## config.mk

```make
export PLATFORM = sky130hd
export DESIGN_NAME = pgpm_setup
export DESIGN_NICKNAME = d
export VERILOG_FILES = /design/src/pgpm_pkg.sv /design/src/pgpm_setup.sv
export SDC_FILE = /design/constraint.sdc
export NUM_CORES = 2
export LEC_CHECK = 0
export ABC_AREA = 1
export BUFFER_PORTS_ARGS = -buffer_cell sky130_fd_sc_hd__buf_2
export CAP_MARGIN = 20
export CORE_ASPECT_RATIO = 1.25
export CORE_MARGIN = 2
export CORE_UTILIZATION = 45
export CTS_BUF_LIST = sky130_fd_sc_hd__clkbuf_4 sky130_fd_sc_hd__clkbuf_8
export DETAILED_ROUTE_END_ITERATION = 6
export SYNTH_ARGS = -nofsm -noshare
export SYNTH_HDL_FRONTEND = slang
export SYNTH_SLANG_ARGS = --single-unit
```

## constraint.sdc

```tcl
create_clock -name clk -period 8.3 [get_ports clk]
set_clock_uncertainty 0.05 [all_clocks]
set_input_delay 0 -clock clk [delete_from_list [all_inputs] [get_ports clk]]
set_output_delay 0 -clock clk [all_outputs]
set_load 0.02 [all_outputs]
```

## src/pgpm_pkg.sv

```systemverilog
`default_nettype none
package pgpm_pkg;

  localparam int PIXEL_BITS = 13;
  localparam int FRAC_BITS  = 16;
  localparam int TRIG_STEPS = 16;

  localparam int ATAN_LEN = 24;
  localparam int CORDIC_N = (TRIG_STEPS > ATAN_LEN) ? ATAN_LEN : TRIG_STEPS;

  // angles in 2^-16 degree
  localparam int ANG_W   = 27;
  localparam int DEG_ONE = 65536;
  localparam int DEG_90  = 90 * DEG_ONE;
  localparam int DEG_180 = 180 * DEG_ONE;
  localparam int DEG_360 = 360 * DEG_ONE;
  localparam int CORDIC_K = 652032874;

  // image dimension registers
  localparam int DIM_W = 13;

  // per-pixel datapath widths
  localparam int CNT_W  = (PIXEL_BITS > DIM_W) ? PIXEL_BITS : DIM_W;
  localparam int R_W    = CNT_W + 1;
  localparam int DX_W   = CNT_W + 2;
  localparam int P1_W   = 33 + R_W;
  localparam int HW_W   = P1_W + 1;
  localparam int P2_W   = HW_W + DX_W;
  localparam int DIV_NW = P2_W + 1;
  localparam int DIV_LAT = DIV_NW + 1;
  localparam int SAT_W  = (DIV_NW + 2 > 66) ? DIV_NW + 2 : 66;

  // input to result, in cycles
  localparam int PIPE_LAT = 7 + 2 * DIV_LAT;

  localparam int CFG_IDX_W  = 3;
  localparam int CFG_DATA_W = 18;

  localparam logic signed [SAT_W-1:0] SAT_HI = SAT_W'(2147483647);
  localparam logic signed [SAT_W-1:0] SAT_LO = SAT_W'(-2147483647 - 1);

  typedef enum logic [CFG_IDX_W-1:0] {
    REG_DEPRESSION,
    REG_VFOV,
    REG_HFOV,
    REG_HEIGHT,
    REG_YAW,
    REG_ROWS,
    REG_COLUMNS
  } cfg_reg_t;

  typedef struct packed {
    logic [PIXEL_BITS-1:0] pixel_x;
    logic [PIXEL_BITS-1:0] pixel_y;
  } pix_in_t;

  typedef struct packed {
    logic signed [31:0] ground_x;
    logic signed [31:0] ground_y;
    logic               beyond_horizon;
  } gnd_out_t;

  // frame-constant terms derived from the configuration
  typedef struct packed {
    logic               beyond;
    logic signed [31:0] dist_near;
    logic signed [31:0] dist_far;
    logic signed [31:0] half_near;
    logic signed [31:0] half_far;
    logic signed [31:0] yaw_cos;
    logic signed [31:0] yaw_sin;
    logic [DIM_W-1:0]   rows;
    logic [DIM_W-1:0]   cols;
  } geom_t;

  function automatic logic signed [ANG_W-1:0] atan_step(input logic [4:0] idx);
    logic signed [ANG_W-1:0] a;
    case (idx)
      5'd0:  a = 27'sd2949120;
      5'd1:  a = 27'sd1740967;
      5'd2:  a = 27'sd919879;
      5'd3:  a = 27'sd466945;
      5'd4:  a = 27'sd234379;
      5'd5:  a = 27'sd117304;
      5'd6:  a = 27'sd58666;
      5'd7:  a = 27'sd29335;
      5'd8:  a = 27'sd14668;
      5'd9:  a = 27'sd7334;
      5'd10: a = 27'sd3667;
      5'd11: a = 27'sd1833;
      5'd12: a = 27'sd917;
      5'd13: a = 27'sd458;
      5'd14: a = 27'sd229;
      5'd15: a = 27'sd115;
      5'd16: a = 27'sd57;
      5'd17: a = 27'sd29;
      5'd18: a = 27'sd14;
      5'd19: a = 27'sd7;
      5'd20: a = 27'sd4;
      5'd21: a = 27'sd2;
      5'd22: a = 27'sd1;
      default: a = '0;
    endcase
    return a;
  endfunction

  function automatic logic signed [31:0] sat32(input logic signed [SAT_W-1:0] v);
    logic signed [31:0] r;
    if (v > SAT_HI) begin
      r = 32'sh7fffffff;
    end else if (v < SAT_LO) begin
      r = 32'sh80000000;
    end else begin
      r = 32'(v);
    end
    return r;
  endfunction

endpackage
`default_nettype wire

```

## src/pgpm_setup.sv

```systemverilog
`default_nettype none
// Configuration registers plus a sequencer that derives the frame-constant
// terms with one shared CORDIC, one multiplier and a bit-serial divider.
module pgpm_setup (
  input  wire                               clk,
  input  wire                               rst_n,
  input  wire                               cfg_valid,
  input  wire [pgpm_pkg::CFG_IDX_W-1:0]     cfg_index,
  input  wire [pgpm_pkg::CFG_DATA_W-1:0]    cfg_data,
  output logic                              busy,
  output pgpm_pkg::geom_t                   geom
);

  localparam int AW = pgpm_pkg::ANG_W;
  localparam int DWORK = 64;
  localparam int SH = pgpm_pkg::FRAC_BITS - 8;
  localparam logic signed [AW-1:0] A_90  = AW'(pgpm_pkg::DEG_90);
  localparam logic signed [AW-1:0] A_180 = AW'(pgpm_pkg::DEG_180);
  localparam logic signed [AW-1:0] A_360 = AW'(pgpm_pkg::DEG_360);
  localparam logic signed [32:0]   K_33  = 33'(pgpm_pkg::CORDIC_K);

  typedef enum logic [2:0] {
    S_IDLE, S_ANGLE, S_REDUCE, S_ROTATE, S_TRIG, S_MUL, S_PREP, S_DIV
  } state_t;
  typedef enum logic [2:0] {
    JOB_NEAR, JOB_FAR, JOB_HFOV, JOB_HNEAR, JOB_HFAR, JOB_YAW
  } job_t;

  state_t state_r;
  job_t   job_r;
  logic   fin_r;

  logic [14:0]        dep_r;
  logic [15:0]        vfov_r, hfov_r, height_r;
  logic signed [17:0] yaw_r;
  logic [pgpm_pkg::DIM_W-1:0] rows_r, cols_r;

  logic signed [AW-1:0] z_r;
  logic                 flip_r;
  logic signed [32:0]   crd_x_r, crd_y_r;
  logic [4:0]           step_r;

  logic signed [31:0] cos_r, sin_r, hcos_r, hsin_r, ycos_r, ysin_r;
  logic signed [31:0] dist_near_r, dist_far_r, half_near_r, half_far_r;

  logic signed [63:0] prod_r;
  logic signed [31:0] den_r;
  logic [DWORK-1:0]   work_r;
  logic [31:0]        rem_r, dabs_r;
  logic [5:0]         cnt_r;
  logic               qneg_r, nneg_r, nzero_r, dzero_r;

  logic signed [AW-1:0] dep_s, vfov_s, near_a, far_a, hfov_a, yaw_a;
  logic                 beyond;
  logic signed [AW-1:0] zf;
  logic signed [32:0]   sh_x, sh_y;
  logic signed [31:0]   mul_a, mul_b, mul_den;
  logic signed [63:0]   num_s;
  logic [32:0]          trial;
  logic                 take;
  logic signed [pgpm_pkg::SAT_W-1:0] qmag;
  logic signed [31:0]   quo;

  always_comb begin
    dep_s  = $signed(AW'(dep_r));
    vfov_s = $signed(AW'(vfov_r));
    near_a = ((dep_s <<< 1) + vfov_s) <<< 7;
    far_a  = ((dep_s <<< 1) - vfov_s) <<< 7;
    beyond = (far_a <= 0);
    hfov_a = $signed(AW'(hfov_r)) <<< 7;
    yaw_a  = AW'(yaw_r) <<< 8;

    zf = (z_r > A_180) ? z_r - A_360 : z_r;
    sh_x = crd_x_r >>> step_r;
    sh_y = crd_y_r >>> step_r;

    case (job_r)
      JOB_NEAR, JOB_FAR: begin
        mul_a = $signed({16'b0, height_r});
        mul_b = sin_r;
        mul_den = cos_r;
      end
      JOB_HNEAR: begin
        mul_a = dist_near_r;
        mul_b = hsin_r;
        mul_den = hcos_r;
      end
      default: begin
        mul_a = dist_far_r;
        mul_b = hsin_r;
        mul_den = hcos_r;
      end
    endcase

    num_s = (job_r == JOB_NEAR || job_r == JOB_FAR) ? (prod_r <<< SH) : prod_r;

    trial = {rem_r, work_r[DWORK-1]};
    take  = (trial >= {1'b0, dabs_r});

    qmag = $signed(pgpm_pkg::SAT_W'(work_r));
    if (dzero_r) begin
      quo = nzero_r ? 32'sd0 : (nneg_r ? 32'sh80000000 : 32'sh7fffffff);
    end else begin
      quo = pgpm_pkg::sat32(qneg_r ? -qmag : qmag);
    end
  end

  always_ff @(posedge clk) begin
    if (!rst_n) begin
      dep_r    <= 15'd9472;
      vfov_r   <= 16'd10240;
      hfov_r   <= 16'd15360;
      height_r <= 16'd768;
      yaw_r    <= 18'sd2560;
      rows_r   <= 13'd1080;
      cols_r   <= 13'd1920;
      state_r  <= S_ANGLE;
      job_r    <= JOB_NEAR;
      fin_r    <= 1'b0;
    end else if (cfg_valid) begin
      unique case (cfg_index)
        pgpm_pkg::REG_DEPRESSION: dep_r    <= cfg_data[14:0];
        pgpm_pkg::REG_VFOV:       vfov_r   <= cfg_data[15:0];
        pgpm_pkg::REG_HFOV:       hfov_r   <= cfg_data[15:0];
        pgpm_pkg::REG_HEIGHT:     height_r <= cfg_data[15:0];
        pgpm_pkg::REG_YAW:        yaw_r    <= $signed(cfg_data[17:0]);
        pgpm_pkg::REG_ROWS:       rows_r   <= cfg_data[12:0];
        pgpm_pkg::REG_COLUMNS:    cols_r   <= cfg_data[12:0];
        default: ;
      endcase
      // any write reruns the derivation
      state_r <= S_ANGLE;
      job_r   <= JOB_NEAR;
      fin_r   <= 1'b0;
    end else begin
      unique case (state_r)
        S_IDLE: ;
        S_ANGLE: begin
          unique case (job_r)
            JOB_NEAR: begin
              z_r <= A_90 - near_a;
              state_r <= S_REDUCE;
            end
            JOB_FAR: begin
              if (beyond) begin
                dist_far_r <= 32'sh7fffffff;
                job_r <= JOB_HFOV;
              end else begin
                z_r <= A_90 - far_a;
                state_r <= S_REDUCE;
              end
            end
            JOB_HFOV: begin
              z_r <= hfov_a;
              state_r <= S_REDUCE;
            end
            JOB_YAW: begin
              z_r <= yaw_a;
              state_r <= S_REDUCE;
            end
            default: state_r <= S_MUL;
          endcase
        end
        S_REDUCE: begin
          if (z_r >= A_360) begin
            z_r <= z_r - A_360;
          end else if (z_r < 0) begin
            z_r <= z_r + A_360;
          end else begin
            if (zf > A_90) begin
              z_r <= zf - A_180;
              flip_r <= 1'b1;
            end else if (zf < -A_90) begin
              z_r <= zf + A_180;
              flip_r <= 1'b1;
            end else begin
              z_r <= zf;
              flip_r <= 1'b0;
            end
            crd_x_r <= K_33;
            crd_y_r <= '0;
            step_r  <= '0;
            state_r <= S_ROTATE;
          end
        end
        S_ROTATE: begin
          if (!z_r[AW-1]) begin
            crd_x_r <= crd_x_r - sh_y;
            crd_y_r <= crd_y_r + sh_x;
            z_r <= z_r - pgpm_pkg::atan_step(step_r);
          end else begin
            crd_x_r <= crd_x_r + sh_y;
            crd_y_r <= crd_y_r - sh_x;
            z_r <= z_r + pgpm_pkg::atan_step(step_r);
          end
          step_r <= step_r + 5'd1;
          if (step_r == 5'(pgpm_pkg::CORDIC_N - 1)) begin
            state_r <= S_TRIG;
          end
        end
        S_TRIG: begin
          unique case (job_r)
            JOB_NEAR, JOB_FAR: begin
              cos_r <= 32'(flip_r ? -crd_x_r : crd_x_r);
              sin_r <= 32'(flip_r ? -crd_y_r : crd_y_r);
              state_r <= S_MUL;
            end
            JOB_HFOV: begin
              hcos_r <= 32'(flip_r ? -crd_x_r : crd_x_r);
              hsin_r <= 32'(flip_r ? -crd_y_r : crd_y_r);
              job_r <= JOB_HNEAR;
              state_r <= S_MUL;
            end
            default: begin
              ycos_r <= 32'(flip_r ? -crd_x_r : crd_x_r);
              ysin_r <= 32'(flip_r ? -crd_y_r : crd_y_r);
              state_r <= S_IDLE;
            end
          endcase
        end
        S_MUL: begin
          prod_r <= 64'(mul_a) * 64'(mul_b);
          den_r  <= mul_den;
          state_r <= S_PREP;
        end
        S_PREP: begin
          work_r  <= num_s[63] ? DWORK'(-num_s) : DWORK'(num_s);
          rem_r   <= '0;
          dabs_r  <= den_r[31] ? 32'(-den_r) : 32'(den_r);
          qneg_r  <= num_s[63] ^ den_r[31];
          nneg_r  <= num_s[63];
          nzero_r <= (num_s == 0);
          dzero_r <= (den_r == 0);
          cnt_r   <= '0;
          fin_r   <= 1'b0;
          state_r <= S_DIV;
        end
        S_DIV: begin
          if (!fin_r) begin
            rem_r  <= take ? 32'(trial - {1'b0, dabs_r}) : trial[31:0];
            work_r <= {work_r[DWORK-2:0], take};
            cnt_r  <= cnt_r + 6'd1;
            if (cnt_r == 6'(DWORK - 1)) begin
              fin_r <= 1'b1;
            end
          end else begin
            fin_r <= 1'b0;
            unique case (job_r)
              JOB_NEAR: begin
                dist_near_r <= quo;
                job_r <= JOB_FAR;
                state_r <= S_ANGLE;
              end
              JOB_FAR: begin
                dist_far_r <= quo;
                job_r <= JOB_HFOV;
                state_r <= S_ANGLE;
              end
              JOB_HNEAR: begin
                half_near_r <= quo;
                job_r <= JOB_HFAR;
                state_r <= S_MUL;
              end
              default: begin
                half_far_r <= quo;
                job_r <= JOB_YAW;
                state_r <= S_ANGLE;
              end
            endcase
          end
        end
        default: state_r <= S_IDLE;
      endcase
    end
  end

  assign busy = (state_r != S_IDLE);

  always_comb begin
    geom.beyond    = beyond;
    geom.dist_near = dist_near_r;
    geom.dist_far  = dist_far_r;
    geom.half_near = half_near_r;
    geom.half_far  = half_far_r;
    geom.yaw_cos   = ycos_r;
    geom.yaw_sin   = ysin_r;
    geom.rows      = (rows_r == '0) ? pgpm_pkg::DIM_W'(1) : rows_r;
    geom.cols      = (cols_r == '0) ? pgpm_pkg::DIM_W'(1) : cols_r;
  end

endmodule
`default_nettype wire

```

Word level (Yosys, flattened, before mapping). Memory sizes are Yosys's and may differ from the RTL's. A register that Yosys moved wholly into a read port is not among the register bits. Index checks and enable logic that the tools add are counted.

Flip-flop bits (word level): 767. Latch bits: 0. Memory bits (writable): 0. Memory bits (read-only): 1408. Bits of input ports: 24. Output and inout bits: 220. Logic and storage cells: 227. Memories: 2.

Memory list: (no name shown) (words 32, width 22, read ports 1, clocked after Yosys merged registers in 1, wr ports 0, RTL line pgpm_pkg.sv:78) `case (idx)`; (no name shown) (words 32, width 22, read ports 1, clocked after Yosys merged registers in 1, wr ports 0, RTL line pgpm_pkg.sv:78).

Add/sub/neg operators: 22. Multipliers: 1. Div/mod/pow operators: 0. Order comparisons: 9. Equal/unequal tests: 30. Shifts and indexed selects: 2. Multiplexer cells: 77. Bitwise gates (word level): 7. Reductions and logical operators: 41.

Operators with widths (count): $mux W32 (15); $mux W27 (15); $mux W33 (6); $mux W64 (3); $pmux W32 S2 (3); $pmux W33 S2 (2); $pmux W64 S2 (1); $pmux W27 S4 (1); $neg A32 Y32 (3); $pmux W27 S3 (1); $add A33 B33 Y33 (2); $gt A66 B32 Y1 const B (1); $lt A66 B32 Y1 const B (1); $mux W66 (1); $neg A64 Y66 (1); $sshr A33 B5 Y33 (2); $sub A33 B33 Y33 (2); $logic_not A64 Y1 (1); $mul A32 B32 Y64 (1); $neg A64 Y64 (1); $reduce_and A5 Y1 (7); $ge A33 B32 Y1 (1); $mux W3 (11); $logic_not A32 Y1 (1); 53 further kinds (106).

Depth between registers and ports, before layout.
Depth after elaboration: 9. Depth in mapped cells: 42. Depth with buffers taken out: 38.

Least setup slack after synthesis. Ideal clock, no wire load.

Path kind: input port to flip-flop. Start: input rst_n. End: register cnt_r[0] (enable). Library setup time: 715 ps. Data arrival time: 8155 ps. Required time: 7535 ps. Slack: -619 ps. Stages: 5. Path buffers: 1. Path through: buf_2 inv_1 nor2_2 clkinv_1 a211oi_1.

Longest elaborated chain between the ends: 1.

Ends and longest elaborated chain: from (decl) (RTL line pgpm_setup.sv:6) `input wire rst_n,`; $reduce_and A4 Y1 (no line); to (signal assigned) (RTL line pgpm_setup.sv:242) `cnt_r <= cnt_r + 6'd1;`; to (decl) (RTL line pgpm_setup.sv:50) `logic [5:0] cnt_r;`.

No other way between the ends. A chain may end at the register's enable or synchronous reset.

Final worst setup path.
Start: register job_r[2]. End: register prod_r[53], data pin.

Longest elaborated chain between the ends: 4. Elaborated cells between the ends (all ways): 7. Classes of those cells: mul (1); eq/ne (2); mux (2); reduce/logical (2).

Ends and longest elaborated chain: from (decl) (RTL line pgpm_setup.sv:30) `job_t job_r;`; from (signal assigned) (RTL line pgpm_setup.sv:118) `job_r <= JOB_NEAR;`; from (signal assigned) (RTL line pgpm_setup.sv:133) `job_r <= JOB_NEAR;`; from (signal assigned) (RTL line pgpm_setup.sv:147) `job_r <= JOB_HFOV;`; $eq A3 B1 Y1 / $logic_not A3 Y1 (equally long branches) (RTL line pgpm_setup.sv:77) `case (job_r)`; $reduce_or A2 Y1 (RTL line pgpm_setup.sv:77); $pmux W32 S2 / $mux W32 (equally long branches) (RTL line pgpm_setup.sv:77); $mul A32 B32 Y64 * (RTL line pgpm_setup.sv:222) `prod_r <= 64'(mul_a) * 64'(mul_b);`; to (signal assigned) (RTL line pgpm_setup.sv:222); to (decl) (RTL line pgpm_setup.sv:46) `logic signed [63:0] prod_r;`.

Mark *: on every way between the ends. The rest lies on a longest branch, timed or not.

==> impl_metrics.xml <==
<?xml version="1.0" encoding="UTF-8"?>
<metrics>
  <group name="outcome">
    <metric name="outcome" unit="">complete, but fails checks</metric>
    <metric name="violations" unit="">DRC</metric>
  </group>
  <group name="synthesis">
    <metric name="postSynth.asyncResetShare" unit="%">0</metric>
    <metric name="synth.distinct_cells" unit="">75</metric>
    <metric name="synth_fa_ha_area_share" unit="%">29.6</metric>
    <metric name="post_synth_most_frequent_cells" unit="">sky130_fd_sc_hd__nand2_1, sky130_fd_sc_hd__inv_1, sky130_fd_sc_hd__fa_1</metric>
    <metric name="synth_top_flop_cell" unit="">sky130_fd_sc_hd__edfxtp_1</metric>
    <metric name="yosysTopAreaCell" unit="">sky130_fd_sc_hd__fa_1</metric>
    <metric name="muxShareOfSynthArea" unit="%">0.146</metric>
    <metric name="postSynthNetCount" unit="">12800</metric>
    <metric name="synth_compound_gate_area_share" unit="%">8.81</metric>
    <metric name="seq_area_frac_synth" unit="%">25.1</metric>
    <metric name="syn-instance-count" unit="">11300</metric>
    <metric name="post_synth_instance_area" unit="um2">89000</metric>
    <metric name="yosys.area.top_type_share" unit="%">24.5</metric>
    <metric name="synth.avg_cell_area" unit="um2">7.87</metric>
    <metric name="synthXorXnorAreaFrac" unit="%">3.96</metric>
    <metric name="main_combinational_cell_family_by_area_after_synthesis" unit="">adder cells</metric>
    <metric name="post_synth_main_area_contributors" unit="">sky130_fd_sc_hd__fa_1, sky130_fd_sc_hd__edfxtp_1, sky130_fd_sc_hd__nand2_1, sky130_fd_sc_hd__inv_1, sky130_fd_sc_hd__ha_1</metric>
    <metric name="synth.ff_latch_count" unit="">789</metric>
    <metric name="yosys.cell_count.top_type" unit="">sky130_fd_sc_hd__nand2_1</metric>
    <metric name="synth-edff-count" unit="">653</metric>
    <metric name="synthSimpleGateAreaFrac" unit="%">20.8</metric>
    <metric name="yosysWarnings" unit="">0</metric>
  </group>
  <group name="die">
    <metric name="initial_utilization" unit="%">45.3</metric>
    <metric name="design.core.area" unit="um2">197000</metric>
    <metric name="die_width" unit="um">402</metric>
    <metric name="std_cell_rows" unit="">182</metric>
    <metric name="top_level_ports" unit="">244</metric>
    <metric name="vertical_extent_of_the_die" unit="um">501</metric>
    <metric name="die_area" unit="um2">201000</metric>
  </group>
  <group name="timing">
    <metric name="finalWorstPathRequiredPeriod" unit="ns">8.26</metric>
    <metric name="tightest_slew" unit="ns">1.06</metric>
    <metric name="setup-violations-final" unit="">0</metric>
    <metric name="unrepaired_setup_endpoints_after_global_routing" unit="">yes</metric>
    <metric name="finalMaxSlewViolations" unit="">0</metric>
    <metric name="sum_neg_setup_slack" unit="ns">0</metric>
    <metric name="max_slew_margin_vs_limit" unit="%">28.8</metric>
    <metric name="max_clock_freq" unit="MHz">121</metric>
    <metric name="post-route-period-util" unit="%">99.5</metric>
    <metric name="finalHoldViolCount" unit="">0</metric>
  </group>
  <group name="clock_tree">
    <metric name="clk_transition_reported_paths" unit="ns">0.07</metric>
    <metric name="htree_levels" unit="">4</metric>
    <metric name="cts_root_buffer" unit="">sky130_fd_sc_hd__clkbuf_8</metric>
    <metric name="cts_tree" unit="">built</metric>
    <metric name="tritoncts.num_buffers" unit="">141</metric>
    <metric name="cts_sinks" unit="">789</metric>
    <metric name="cts-root-to-sink-buffers" unit="">3</metric>
    <metric name="worst_skew_pair.late_latency" unit="ns">0.90</metric>
  </group>
  <group name="routing">
    <metric name="route.antenna.remaining_nets" unit="">0</metric>
    <metric name="detailroute.wirelength.met2" unit="um">152000</metric>
    <metric name="post-route-drc-count" unit="">38</metric>
    <metric name="wirelength_met1" unit="um">119000</metric>
    <metric name="iteration_count_of_the_initial_detailed_routing_pass" unit="">7</metric>
    <metric name="first_iter_violations" unit="">5655</metric>
    <metric name="routed_wl" unit="um">304000</metric>
    <metric name="dr_total_vias" unit="">77900</metric>
    <metric name="routed_wl_met3" unit="um">17400</metric>
    <metric name="route.detailed.vias_per_inst" unit="">5.29</metric>
    <metric name="detail_route.wl_per_cell" unit="um">20.7</metric>
    <metric name="top_signal_layer_used" unit="">met4</metric>
  </group>
  <group name="critical_path">
    <metric name="worst-endpoint-arrival" unit="ns">8.86</metric>
    <metric name="critPathKind" unit="">flop to flop</metric>
    <metric name="reg2reg_slack" unit="ns">0.04</metric>
    <metric name="timing.critical_path.required" unit="ns">8.91</metric>
    <metric name="slowest_delay" unit="ns">0.59</metric>
    <metric name="critPathLaunchType" unit="">flop</metric>
    <metric name="critPathMostFrequentCell" unit="">sky130_fd_sc_hd__fa_1</metric>
    <metric name="worst_path_max_delay_cell" unit="">sky130_fd_sc_hd__fa_2</metric>
    <metric name="critical_path.endpoint_type" unit="">flop</metric>
    <metric name="critical_path_peak_fanout" unit="">8</metric>
  </group>
  <group name="final_layout">
    <metric name="final_cell_count_no_fill" unit="">14700</metric>
    <metric name="num-fill-cells" unit="">18800</metric>
    <metric name="layout.core_utilization" unit="%">52.9</metric>
    <metric name="fin_nets" unit="">13500</metric>
    <metric name="area.growth.synth_to_final" unit="%">16.8</metric>
    <metric name="drive_above_1_share" unit="%">13.8</metric>
  </group>
  <group name="grt">
    <metric name="number_of_antenna_violations_at_the_first_check_in_global_routing" unit="">5</metric>
    <metric name="overflow" unit="">0</metric>
    <metric name="grt_max_degree" unit="">100</metric>
    <metric name="global_route.usage.total" unit="%">30.0</metric>
    <metric name="vias_in_the_first_global_route" unit="">79300</metric>
    <metric name="grt_pass1_wl" unit="um">464000</metric>
  </group>
  <group name="job">
    <metric name="cap_violations" unit="">0</metric>
  </group>
  <group name="placed_design">
    <metric name="gp_routability_congestion" unit="">0.981</metric>
    <metric name="detailed_placement_hpwl" unit="um">247000</metric>
    <metric name="place.port_buffers" unit="">243</metric>
    <metric name="numPlacedInstances" unit="">14300</metric>
  </group>
  <group name="hold_path">
    <metric name="worst_hold_path_type" unit="">primary input to flop</metric>
  </group>
</metrics>
-- layout by cell type (no fill, tap or decap), types with 56 or more instances in the layout --
cell	netlist	final
sky130_fd_sc_hd__dfxtp_1	136	133
sky130_fd_sc_hd__nor3_1	98	85
sky130_fd_sc_hd__inv_2	16	63
sky130_fd_sc_hd__o21ai_0	585	536
sky130_fd_sc_hd__nand2_1	2739	2693
sky130_fd_sc_hd__edfxtp_1	653	653
sky130_fd_sc_hd__a21oi_1	478	422
sky130_fd_sc_hd__xor2_1	291	291
sky130_fd_sc_hd__nand3_1	455	453
sky130_fd_sc_hd__clkbuf_8	0	145
sky130_fd_sc_hd__buf_4	11	560
sky130_fd_sc_hd__nor2_1	986	935
sky130_fd_sc_hd__fa_1	1088	1053
sky130_fd_sc_hd__nor2_2	17	56
sky130_fd_sc_hd__ha_1	363	332
sky130_fd_sc_hd__buf_12	0	105
sky130_fd_sc_hd__o21ai_1	91	97
sky130_fd_sc_hd__xnor2_1	111	111
sky130_fd_sc_hd__dlygate4sd3_1	0	68
sky130_fd_sc_hd__buf_2	67	243
sky130_fd_sc_hd__inv_1	2228	2175
sky130_fd_sc_hd__nand4_1	85	85
-- path summary, 6_finish.rpt --
check                           depth (start not counted)         start          to
worst max-delay path                                   33      job_r[2]  prod_r[53]
worst min-delay path                                    6  cfg_index[2]   cols_r[8]
worst max register to register                         33      job_r[2]  prod_r[53]
worst min register to register                          2    hfov_r[12]  hfov_r[12]
-- timing repair --
action | 4_1_cts | 5_1_grt
buffers inserted | 4 | 63
endpoints found under the setup margin | 34 | 41
hold buffers | 68 | 0
gates resized for setup | 52 | 376
endpoints found under the hold margin | 241 | 0
gates cloned | 0 | 12
pin swaps | 10 | 83
-- worst max-delay path, delay by kind of cell, from the launching register on --
kind	cells	cell delay (ns)
and+or+nand+nor	10	1.45
DFF	1	0.39
adders and majority gates	9	4.44
buffers and inverters	9	0.95
AOI/OAI and AO/OA	5	0.72
-- final cells by class --
cell class	instances	area (um2)	share of cell area (%)
antenna	3	7.51	0.00722
timing repair buffer	1018	8890	8.55
clock buffer	172	2200	2.12
multi-input combinational	7819	57900	55.7
tap	2576	3220	3.10
inverter	2257	8500	8.18
clock inverter	83	880	0.846
sequential	789	22300	21.5
-- state kept, by name, summed over array words and instances, names as in the netlist, 27 cells and up, named ones only --
signal / count
prod_r: 64
work_r: 64
crd_x_r: 33
crd_y_r: 33
cos_r: 32
dabs_r: 32
den_r: 32
dist_far_r: 32
dist_near_r: 32
half_far_r: 32
half_near_r: 32
hcos_r: 32
hsin_r: 32
rem_r: 32
sin_r: 32
ycos_r: 32
ysin_r: 32
z_r: 27
-- per-stage QoR --
stage	cell area, um2	setup WS, ns	hold slack, ns
global placement	97700	-0.317	0.273
finish	104000	0.0405	0.213
detailed placement	97700	-0.323	0.275
CTS	102000	-0.0270	0.0678
floorplan	89000	0.0135	0.0761
global route	104000	-0.260	0.239
-- logic make-up after synthesis --
group / Yosys count
AO/OA/AOI/OAI: 1422
XOR/XNOR: 402
multiplexers: 13
AND/OR/NAND/NOR: 4531
buffers and inverters: 2692
adder cells (fa/ha/maj): 1451
flip-flops: 789
-- routing by layer --
metal	vias up	track usage (%)
met2	2520	52.5
li1	36400	-
met5	-	0
met3	653	3.87
met1	38300	36.8
met4	0	13.3
Power is not shown: default switching activity piles up to over one toggle a cycle in this logic, so the estimate is an artifact.
